### src/hw/rtl/afs_pkg.sv
// Shared types, request codes and the frame write rule of the animation frame sequencer.
`timescale 1ns / 1ps

package afs_pkg;

    localparam int FRAME_W = 24;
    localparam int SPEED_W = 16;
    localparam int TIME_W  = 16;
    localparam int REQ_W   = 3;
    localparam int SUM_W   = FRAME_W + 2;
    localparam int PROD_W  = SPEED_W + TIME_W + 1;
    localparam int DELTA_W = PROD_W - 12;
    localparam int ADDR_W  = 4;
    localparam int DATA_W  = 32;

    localparam logic [FRAME_W-1:0] ONE_Q8    = 24'd256;
    localparam logic [FRAME_W-1:0] FRAME_MAX = 24'hFFFFFF;

    localparam logic [REQ_W-1:0] REQ_TICK      = 3'd0;
    localparam logic [REQ_W-1:0] REQ_PLAY_ONCE = 3'd1;
    localparam logic [REQ_W-1:0] REQ_PLAY_LOOP = 3'd2;
    localparam logic [REQ_W-1:0] REQ_STOP      = 3'd3;
    localparam logic [REQ_W-1:0] REQ_PAUSE     = 3'd4;
    localparam logic [REQ_W-1:0] REQ_RESUME    = 3'd5;
    localparam logic [REQ_W-1:0] REQ_SET_FRAME = 3'd6;

    localparam logic [1:0] REG_START = 2'd0;
    localparam logic [1:0] REG_END   = 2'd1;
    localparam logic [1:0] REG_SPEED = 2'd2;

    typedef struct packed {
        logic [FRAME_W-1:0]        start_frame;
        logic [FRAME_W-1:0]        end_frame;
        logic signed [SPEED_W-1:0] frame_speed;
    } afs_cfg_t;

    typedef struct packed {
        logic [FRAME_W-1:0]        position;
        logic [FRAME_W-1:0]        run_start;
        logic [FRAME_W-1:0]        run_end;
        logic signed [SPEED_W-1:0] run_speed;
        logic                      looping;
        logic                      paused;
    } afs_state_t;

    localparam afs_state_t STATE_RESET = '{
        position:  ONE_Q8,
        run_start: '0,
        run_end:   '0,
        run_speed: '0,
        looping:   1'b0,
        paused:    1'b0
    };

    function automatic logic is_active(input afs_state_t st);
        return st.run_end >= ONE_Q8;
    endfunction

    // Clamp a requested frame to 1.0 and the range, then to the run window
    // when a run is live or paused; a looping run wraps past end+1.0 to its start.
    function automatic logic [FRAME_W-1:0] write_frame(
        input logic signed [SUM_W-1:0] f,
        input afs_state_t              st
    );
        logic signed [SUM_W-1:0] v;
        logic signed [SUM_W-1:0] s;
        logic signed [SUM_W-1:0] e;
        v = f;
        s = $signed({2'b00, st.run_start});
        e = $signed({2'b00, st.run_end});
        if (v < $signed({2'b00, ONE_Q8}))
            v = $signed({2'b00, ONE_Q8});
        if (v > $signed({2'b00, FRAME_MAX}))
            v = $signed({2'b00, FRAME_MAX});
        if (is_active(st) || st.paused)
        begin
            if (v < s)
                v = s;
            if (st.looping)
            begin
                if (v > e + $signed({2'b00, ONE_Q8}))
                    v = s;
            end
            else if (v > e)
            begin
                v = e;
            end
        end
        return v[FRAME_W-1:0];
    endfunction

endpackage

### src/hw/rtl/afs_cfg_regs.sv
// APB register file: start frame, end frame and speed.
`timescale 1ns / 1ps

module afs_cfg_regs (
    input  logic                         clk,
    input  logic                         rst_n,
    input  logic                         psel,
    input  logic                         penable,
    input  logic                         pwrite,
    input  logic [afs_pkg::ADDR_W-1:0]   paddr,
    input  logic [afs_pkg::DATA_W-1:0]   pwdata,
    output logic [afs_pkg::DATA_W-1:0]   prdata,
    output logic                         pready,
    output afs_pkg::afs_cfg_t            cfg
);
    import afs_pkg::*;

    afs_cfg_t   cfg_reg;
    logic       wr_en;
    logic [1:0] reg_idx;

    assign pready  = 1'b1;
    assign wr_en   = psel & penable & pwrite;
    assign reg_idx = paddr[3:2];
    assign cfg     = cfg_reg;

    always_ff @(posedge clk or negedge rst_n)
    begin
        if (!rst_n)
        begin
            cfg_reg.start_frame <= ONE_Q8;
            cfg_reg.end_frame   <= '0;
            cfg_reg.frame_speed <= '0;
        end
        else if (wr_en)
        begin
            unique case (reg_idx)
                REG_START: cfg_reg.start_frame <= pwdata[FRAME_W-1:0];
                REG_END:   cfg_reg.end_frame   <= pwdata[FRAME_W-1:0];
                REG_SPEED: cfg_reg.frame_speed <= $signed(pwdata[SPEED_W-1:0]);
                default:   ;
            endcase
        end
    end

    always_comb
    begin
        unique case (reg_idx)
            REG_START: prdata = {8'd0, cfg_reg.start_frame};
            REG_END:   prdata = {8'd0, cfg_reg.end_frame};
            REG_SPEED: prdata = {16'd0, cfg_reg.frame_speed};
            default:   prdata = '0;
        endcase
    end

endmodule

### src/hw/rtl/afs_step.sv
// Next-state logic for one command: tick advance, play, stop, pause, resume, set frame.
`timescale 1ns / 1ps

module afs_step (
    input  afs_pkg::afs_state_t           state_cur,
    input  afs_pkg::afs_cfg_t             cfg,
    input  logic [afs_pkg::REQ_W-1:0]     req_type,
    input  logic [afs_pkg::TIME_W-1:0]    elapsed,
    input  logic [afs_pkg::FRAME_W-1:0]   new_frame,
    output afs_pkg::afs_state_t           state_next,
    output logic                          frame_set
);
    import afs_pkg::*;

    logic signed [PROD_W-1:0]  prod;
    logic signed [DELTA_W-1:0] delta;
    logic signed [SUM_W-1:0]   sum;
    logic signed [SUM_W-1:0]   end_lim;
    logic [FRAME_W-1:0]        once_start;
    logic [FRAME_W-1:0]        once_end;
    afs_state_t                win;

    // Q8.8 * Q4.12 gives Q12.20; taking bits 12 and up floors it to a Q13.8 delta
    assign prod    = $signed(state_cur.run_speed) * $signed({1'b0, elapsed});
    assign delta   = prod[PROD_W-1:12];
    assign sum     = $signed({2'b00, state_cur.position})
                   + $signed({{(SUM_W-DELTA_W){delta[DELTA_W-1]}}, delta});
    assign end_lim = $signed({2'b00, state_cur.run_end});

    assign once_start = (cfg.start_frame < ONE_Q8) ? ONE_Q8 : cfg.start_frame;
    assign once_end   = (cfg.end_frame < once_start) ? once_start : cfg.end_frame;

    always_comb
    begin
        state_next = state_cur;
        frame_set  = 1'b0;
        win        = state_cur;
        unique case (req_type)
            REQ_TICK:
            begin
                if (state_cur.run_end > ONE_Q8 && !state_cur.paused)
                begin
                    frame_set = 1'b1;
                    if (state_cur.looping)
                    begin
                        if (sum > end_lim + $signed({2'b00, ONE_Q8}))
                            state_next.position = write_frame(
                                $signed({2'b00, state_cur.run_start}), state_cur);
                        else
                            state_next.position = write_frame(sum, state_cur);
                    end
                    else
                    begin
                        state_next.position = write_frame(sum, state_cur);
                        if (sum > end_lim)
                        begin
                            state_next.run_start = '0;
                            state_next.run_end   = '0;
                            state_next.run_speed = '0;
                            state_next.looping   = 1'b0;
                            state_next.paused    = 1'b0;
                        end
                    end
                end
            end
            REQ_PLAY_ONCE:
            begin
                // window is at least 1.0 and ordered, so the start needs no clamp
                state_next.run_start = once_start;
                state_next.run_end   = once_end;
                state_next.run_speed = cfg.frame_speed;
                state_next.looping   = 1'b0;
                state_next.paused    = 1'b0;
                state_next.position  = once_start;
                frame_set            = 1'b1;
            end
            REQ_PLAY_LOOP:
            begin
                win.run_start = cfg.start_frame;
                win.run_end   = cfg.end_frame;
                win.run_speed = cfg.frame_speed;
                win.looping   = 1'b1;
                win.paused    = 1'b0;
                state_next    = win;
                state_next.position = write_frame(
                    $signed({2'b00, cfg.start_frame}), win);
                frame_set     = 1'b1;
            end
            REQ_STOP:
            begin
                state_next.run_start = '0;
                state_next.run_end   = '0;
                state_next.run_speed = '0;
                state_next.looping   = 1'b0;
                state_next.paused    = 1'b0;
            end
            REQ_PAUSE:
            begin
                if (is_active(state_cur))
                    state_next.paused = 1'b1;
            end
            REQ_RESUME:
            begin
                if (is_active(state_cur))
                    state_next.paused = 1'b0;
            end
            REQ_SET_FRAME:
            begin
                state_next.position = write_frame($signed({2'b00, new_frame}), state_cur);
                frame_set           = 1'b1;
            end
            default: ;
        endcase
    end

endmodule

### src/hw/rtl/animation_frame_sequencer.sv
// Top level of the animation frame sequencer: input stage, sequencer state, result stage.
`timescale 1ns / 1ps

// Takes one command beat per clock while the output side is not stalled and returns one
// result beat per command, from the input stage through the result registers. The command is
// registered, the next state and result are formed in one pass (a 16x17 multiply,
// a 26-bit add and the window compares) and written to the state and result
// registers together, so a command sees everything its predecessor left. The input
// stays ready while a result waits, until the input stage is also occupied.
// The user must write registers over APB only while no command is in flight (not enforced).

module animation_frame_sequencer (
    input  logic                         clk,
    input  logic                         rst_n,
    input  logic                         psel,
    input  logic                         penable,
    input  logic                         pwrite,
    input  logic [afs_pkg::ADDR_W-1:0]   paddr,
    input  logic [afs_pkg::DATA_W-1:0]   pwdata,
    output logic [afs_pkg::DATA_W-1:0]   prdata,
    output logic                         pready,
    input  logic                         in_valid,
    output logic                         in_ready,
    input  logic [afs_pkg::REQ_W-1:0]    req_type,
    input  logic [afs_pkg::TIME_W-1:0]   elapsed,
    input  logic [afs_pkg::FRAME_W-1:0]  new_frame,
    output logic                         out_valid,
    input  logic                         out_ready,
    output logic [afs_pkg::FRAME_W-1:0]  frame_pos,
    output logic                         playing,
    output logic                         paused,
    output logic                         frame_set
);
    import afs_pkg::*;

    afs_cfg_t            cfg;
    afs_state_t          state_reg;
    afs_state_t          state_next;
    logic                set_next;

    logic                s1_valid_reg;
    logic [REQ_W-1:0]    s1_req_reg;
    logic [TIME_W-1:0]   s1_elapsed_reg;
    logic [FRAME_W-1:0]  s1_frame_reg;
    logic                s1_advance;

    logic                out_valid_reg;
    logic [FRAME_W-1:0]  out_pos_reg;
    logic                out_playing_reg;
    logic                out_paused_reg;
    logic                out_set_reg;

    afs_cfg_regs u_cfg (
        .clk     (clk),
        .rst_n   (rst_n),
        .psel    (psel),
        .penable (penable),
        .pwrite  (pwrite),
        .paddr   (paddr),
        .pwdata  (pwdata),
        .prdata  (prdata),
        .pready  (pready),
        .cfg     (cfg)
    );

    afs_step u_step (
        .state_cur  (state_reg),
        .cfg        (cfg),
        .req_type   (s1_req_reg),
        .elapsed    (s1_elapsed_reg),
        .new_frame  (s1_frame_reg),
        .state_next (state_next),
        .frame_set  (set_next)
    );

    assign s1_advance = s1_valid_reg && (!out_valid_reg || out_ready);
    assign in_ready   = !s1_valid_reg || s1_advance;

    always_ff @(posedge clk or negedge rst_n)
    begin
        if (!rst_n)
        begin
            s1_valid_reg  <= 1'b0;
            out_valid_reg <= 1'b0;
            state_reg     <= STATE_RESET;
        end
        else
        begin
            if (in_ready)
                s1_valid_reg <= in_valid;
            if (s1_advance)
            begin
                out_valid_reg <= 1'b1;
                state_reg     <= state_next;
            end
            else if (out_ready)
            begin
                out_valid_reg <= 1'b0;
            end
        end
    end

    always_ff @(posedge clk)
    begin
        if (in_valid && in_ready)
        begin
            s1_req_reg     <= req_type;
            s1_elapsed_reg <= elapsed;
            s1_frame_reg   <= new_frame;
        end
        if (s1_advance)
        begin
            out_pos_reg     <= state_next.position;
            out_playing_reg <= is_active(state_next) && !state_next.paused;
            out_paused_reg  <= state_next.paused;
            out_set_reg     <= set_next;
        end
    end

    assign out_valid = out_valid_reg;
    assign frame_pos = out_pos_reg;
    assign playing   = out_playing_reg;
    assign paused    = out_paused_reg;
    assign frame_set = out_set_reg;

endmodule

### config.mk
export PLATFORM = sky130hd
export DESIGN_NAME = animation_frame_sequencer
export DESIGN_NICKNAME = d
export VERILOG_FILES = /design/src/hw/rtl/afs_pkg.sv /design/src/hw/rtl/afs_cfg_regs.sv /design/src/hw/rtl/afs_step.sv /design/src/hw/rtl/animation_frame_sequencer.sv
export SDC_FILE = /design/constraint.sdc
export NUM_CORES = 2
export LEC_CHECK = 0
export BUFFER_PORTS_ARGS = -buffer_cell sky130_fd_sc_hd__buf_2
export CORE_UTILIZATION = 49
export CTS_CLUSTER_DIAMETER = 150
export DETAILED_ROUTE_END_ITERATION = 16
export GPL_ROUTABILITY_DRIVEN = 0
export PLACE_DENSITY = 0.75
export SLEW_MARGIN = 30
export SYNTH_ARGS = -nofsm -noshare
export SYNTH_HDL_FRONTEND = slang
export SYNTH_SLANG_ARGS = --single-unit
### constraint.sdc
create_clock -name clk -period 20.3 [get_ports clk]
set_input_delay 1.015 -clock clk [delete_from_list [all_inputs] [get_ports clk]]
set_output_delay 1.015 -clock clk [all_outputs]
set_load 0.01 [all_outputs]
==> key figures <==
Critical path
  • CP max stage delay: around 0.68 ns
  • CP Capture Type: flip-flop
  • Slowest CP cell: clkinv_1
  • Crit path required time: about 21 ns
  • Setup CP Type: reg2reg
  • Startpoint types: flip-flop
  • Critical path peak fanout: 21
  • Arr. time, crit path: 19.59 ns

GRT
  • Total GRT Usage: 32.5%
  • First-pass GRT wire length: 158 mm
  • Global route total overflow: 0
  • Met2 usage: 47.8%
  • Top Usage Layer GRT: met2
  • Met1 Usage GRT: 42.3%
  • Number of antenna violations at the first check in global routing: 3
  • Largest net degree at the start of global routing: 90
  • Met3 usage: 9.48%
  • Vias in the first global route: 26900

Floorplanning
  • I/O pin count: 148
  • Initial Util: 49.5%
  • DIE WIDTH: 251 microns
  • Die ar.: 0.0632 sq mm
  • Row cnt: 91
  • Core ar.: 0.0616 sq mm
  • Die Y: 251 microns

Yosys
  • Average cell area after synthesis: 8.48 sq um
  • Number of flops mapped to enable cells by yosys: 70
  • Sequential share of the synthesized area: 19.7%
  • Syn Inst Count: 3592
  • Synthesized flop and latch total: 226
  • Synth unique cells: 90
  • Mapped Area: 0.0305 sq mm
  • Ys async rst share: 69.0%
  • Top_reg_cell synth: dfrtp_1
  • Warnings from Yosys: 0

Clocking
  • Hold buffers post-CTS: 0
  • Clock net sink count: 226
  • Clock transition at path regs: 0.07 ns
  • Clk buf depth: 3
  • CTS Buf Count: 28
  • Maximum level of the CTS H-tree: 1
  • CTS tree: built
  • Clk_lat worst skew: about 0.61 ns
  • Setup Buffers After CTS: 0
  • CTS Root Cell: clkbuf_16
  • Resize count post-CTS: 0

STA
  • Slew HR: 26.6%
  • Setup TNS Final: 0 ns
  • Fin worst setup slack: 1.17 ns
  • Slew Limit Fails: 0
  • Fin. Hold Viols: 0
  • Worst Max-Slew Pin Slew: approximately 1.1 ns
  • Peak Freq: 52.3 MHz
  • Unrepaired setup endpoints after global routing: false
  • Final hold slack: 0.462 ns
  • Post-layout min period: 19.13 ns
  • Final setup skew: 0.0480 ns
  • Finish-stage setup viols: 0
  • Tcrit/Tclk final: between 90 and 100%

Layout
  • Syn-to-layout area delta: 6.16%
  • Reg area: 0.00601 sq mm
  • Largest register FFs: 90
  • Layout cells sized above 1: 9.12%
  • Util after Layout: between 50% and 60%
  • Nets: 4250
  • Area occupied by multi-input gates: 0.0220 sq mm
  • Finished Layout Cells: about 4400
  • Fillers: roughly 5700

Placement
  • Buffers on Ports: roughly 130
  • Cells after DPL: roughly 4300
  • Dpl ws: 1.74 ns
  • DPL Wire Length: between 70 and 80 mm

Routing
  • Post-route ant nets: 0
  • DRT iter0 DRCs: 3691
  • Drt wl/cell: 23.7 microns
  • Final wirelength: 104 mm
  • DR vias: 28100
  • Vias per inst: approximately 6.4
  • Residual DRC: 0
  • First-pass DRT Iterations: 10

Power
  • Switching share of power: 55.6%
  • Net switching power: 3.16 mW
  • P_int: approximately 2.5 mW
  • Sequential share of power: between 10% and 20%
  • Combinational power share: between 70% and 80%
  • P per Cell Area: 176 mW/mm^2
  • Clock share of power: 8.9%
  • Standby leakage power: 15.3 nW
  • Peak VDD IR: 0.000167 V

Status
  • Status: completed

Min path
  • Worst hold path class: in2async

Run
  • MaxCap Viol Count: 0
-- path summary, 6_finish.rpt --
kind / start / end / slack (ns) / cells after the start
max in group asynchronous: rst_n / state_reg[16] / 18.61 / 2
setup / recovery: state_reg[17] / state_reg[76] / 1.17 / 60
hold / removal: rst_n / u_cfg.cfg[37] / 0.46 / 1
min in group clk: state_reg[25] / state_reg[25] / 0.49 / 2
setup reg to reg: state_reg[17] / state_reg[76] / 1.17 / 60
hold reg to reg: state_reg[25] / state_reg[25] / 0.49 / 2
-- cell families (layout without fill, tap and decap cells) --
kind of cell | after synthesis | count (layout) | synth area share [%]
buf+inv | 650 | 603 | 8.16
xor+xnor | 71 | 71 | 2.07
simple gates | 1046 | 1046 | 16.5
mux | 113 | 113 | 4.04
flops | 226 | 226 | 19.7
other cells | 2 | 10 | 0.0247
fa+ha+maj | 634 | 634 | 30.8
compound gates | 850 | 850 | 18.7
-- metrics by stage --
stage	area [sq um]	power, mW
after floorplan	30500	3.83
after global placement	31400	4.90
after detailed placement	31400	5.00
after CTS	32300	5.53
after global routing	32300	6.15
final	32300	5.69
-- routing by layer --
layer  up-vias  share of wire (%)
li1      12500                  -
met3       465                 13
met2      1740                 42
met1     13400                 38
met4         0                7.1
met5         -                  0
-- power by group through the flow --
stage               Sequential, mW  Clock, mW  Combinational [mW]
finish                       0.857      0.506                4.32
floorplan                    0.664          0                3.17
detailed placement           0.838          0                4.16
global placement             0.834          0                4.06
CTS                          0.829      0.511                4.19
global route                 0.854      0.528                4.77
-- cell type report --
class,count,share of cell area [%]
Clock inverter,20,0.565
Tap cell,837,3.24
Antenna cell,1,0.00774
Clock buffer,32,2.28
Timing Repair Buffer,153,2.59
Sequential cell,226,18.6
Multi-Input combinational cell,2723,68.1
Inverter,398,4.62
-- critical path: cells and delay by family, from the launching register on --
kind / cells / cell delay, ns
simple gates: 13 / 3.09
xor+xnor: 2 / 0.54
fa+ha+maj: 12 / 5.30
compound gates: 25 / 6.81
flops: 1 / 0.67
buf+inv: 5 / 1.34
mux: 3 / 1.27
-- cell usage after synthesis, drive strengths merged, types with 25 or more instances --
cell	n	share of area, %
a211oi	37	0.95
a21o	65	1.6
a21oi	150	2.5
a221oi	25	0.72
and2	122	2.5
buf	26	0.47
clkbuf	226	2.8
dfrtp	154	13
edfxtp	70	6.9
fa	194	13
ha	440	18
inv	396	4.9
mux2	74	2.8
mux2i	39	1.3
nand2	421	5.2
nand2b	28	0.58
nand3	65	1.1
nand4	67	1.4
nor2	168	2.1
nor3	52	0.85
nor4	34	0.70
o211ai	44	1.1
o21a	28	0.69
o21ai	248	4.1
xnor2	47	1.4
-- cells in the final DEF, fill, tap and decap left out, drive strengths merged, types with 12 or more instances in the layout --
| cell type | n |
|---|---|
| a211oi | 37 |
| nor4 | 34 |
| nand4 | 67 |
| o21bai | 12 |
| fa | 194 |
| nand2b | 28 |
| dfrtp | 154 |
| nor2 | 168 |
| clkbuf | 32 |
| o31ai | 24 |
| clkinv | 14 |
| nand3 | 65 |
| mux2i | 39 |
| nand2 | 421 |
| mux2 | 74 |
| edfxtp | 70 |
| ha | 440 |
| and2 | 122 |
| nor3 | 52 |
| xor2 | 24 |
| o21ai | 248 |
| inv | 401 |
| xnor2 | 47 |
| a221oi | 25 |
| buf | 153 |
| a22oi | 21 |
| nor2b | 24 |
| a31o | 12 |
| o211ai | 44 |
| and3 | 12 |
| o21a | 28 |
| a21oi | 150 |
| a221o | 24 |
| a31oi | 22 |
| a21o | 65 |
| o22ai | 13 |
| and4 | 14 |
Note: power is estimated with default switching activity, not from simulation.
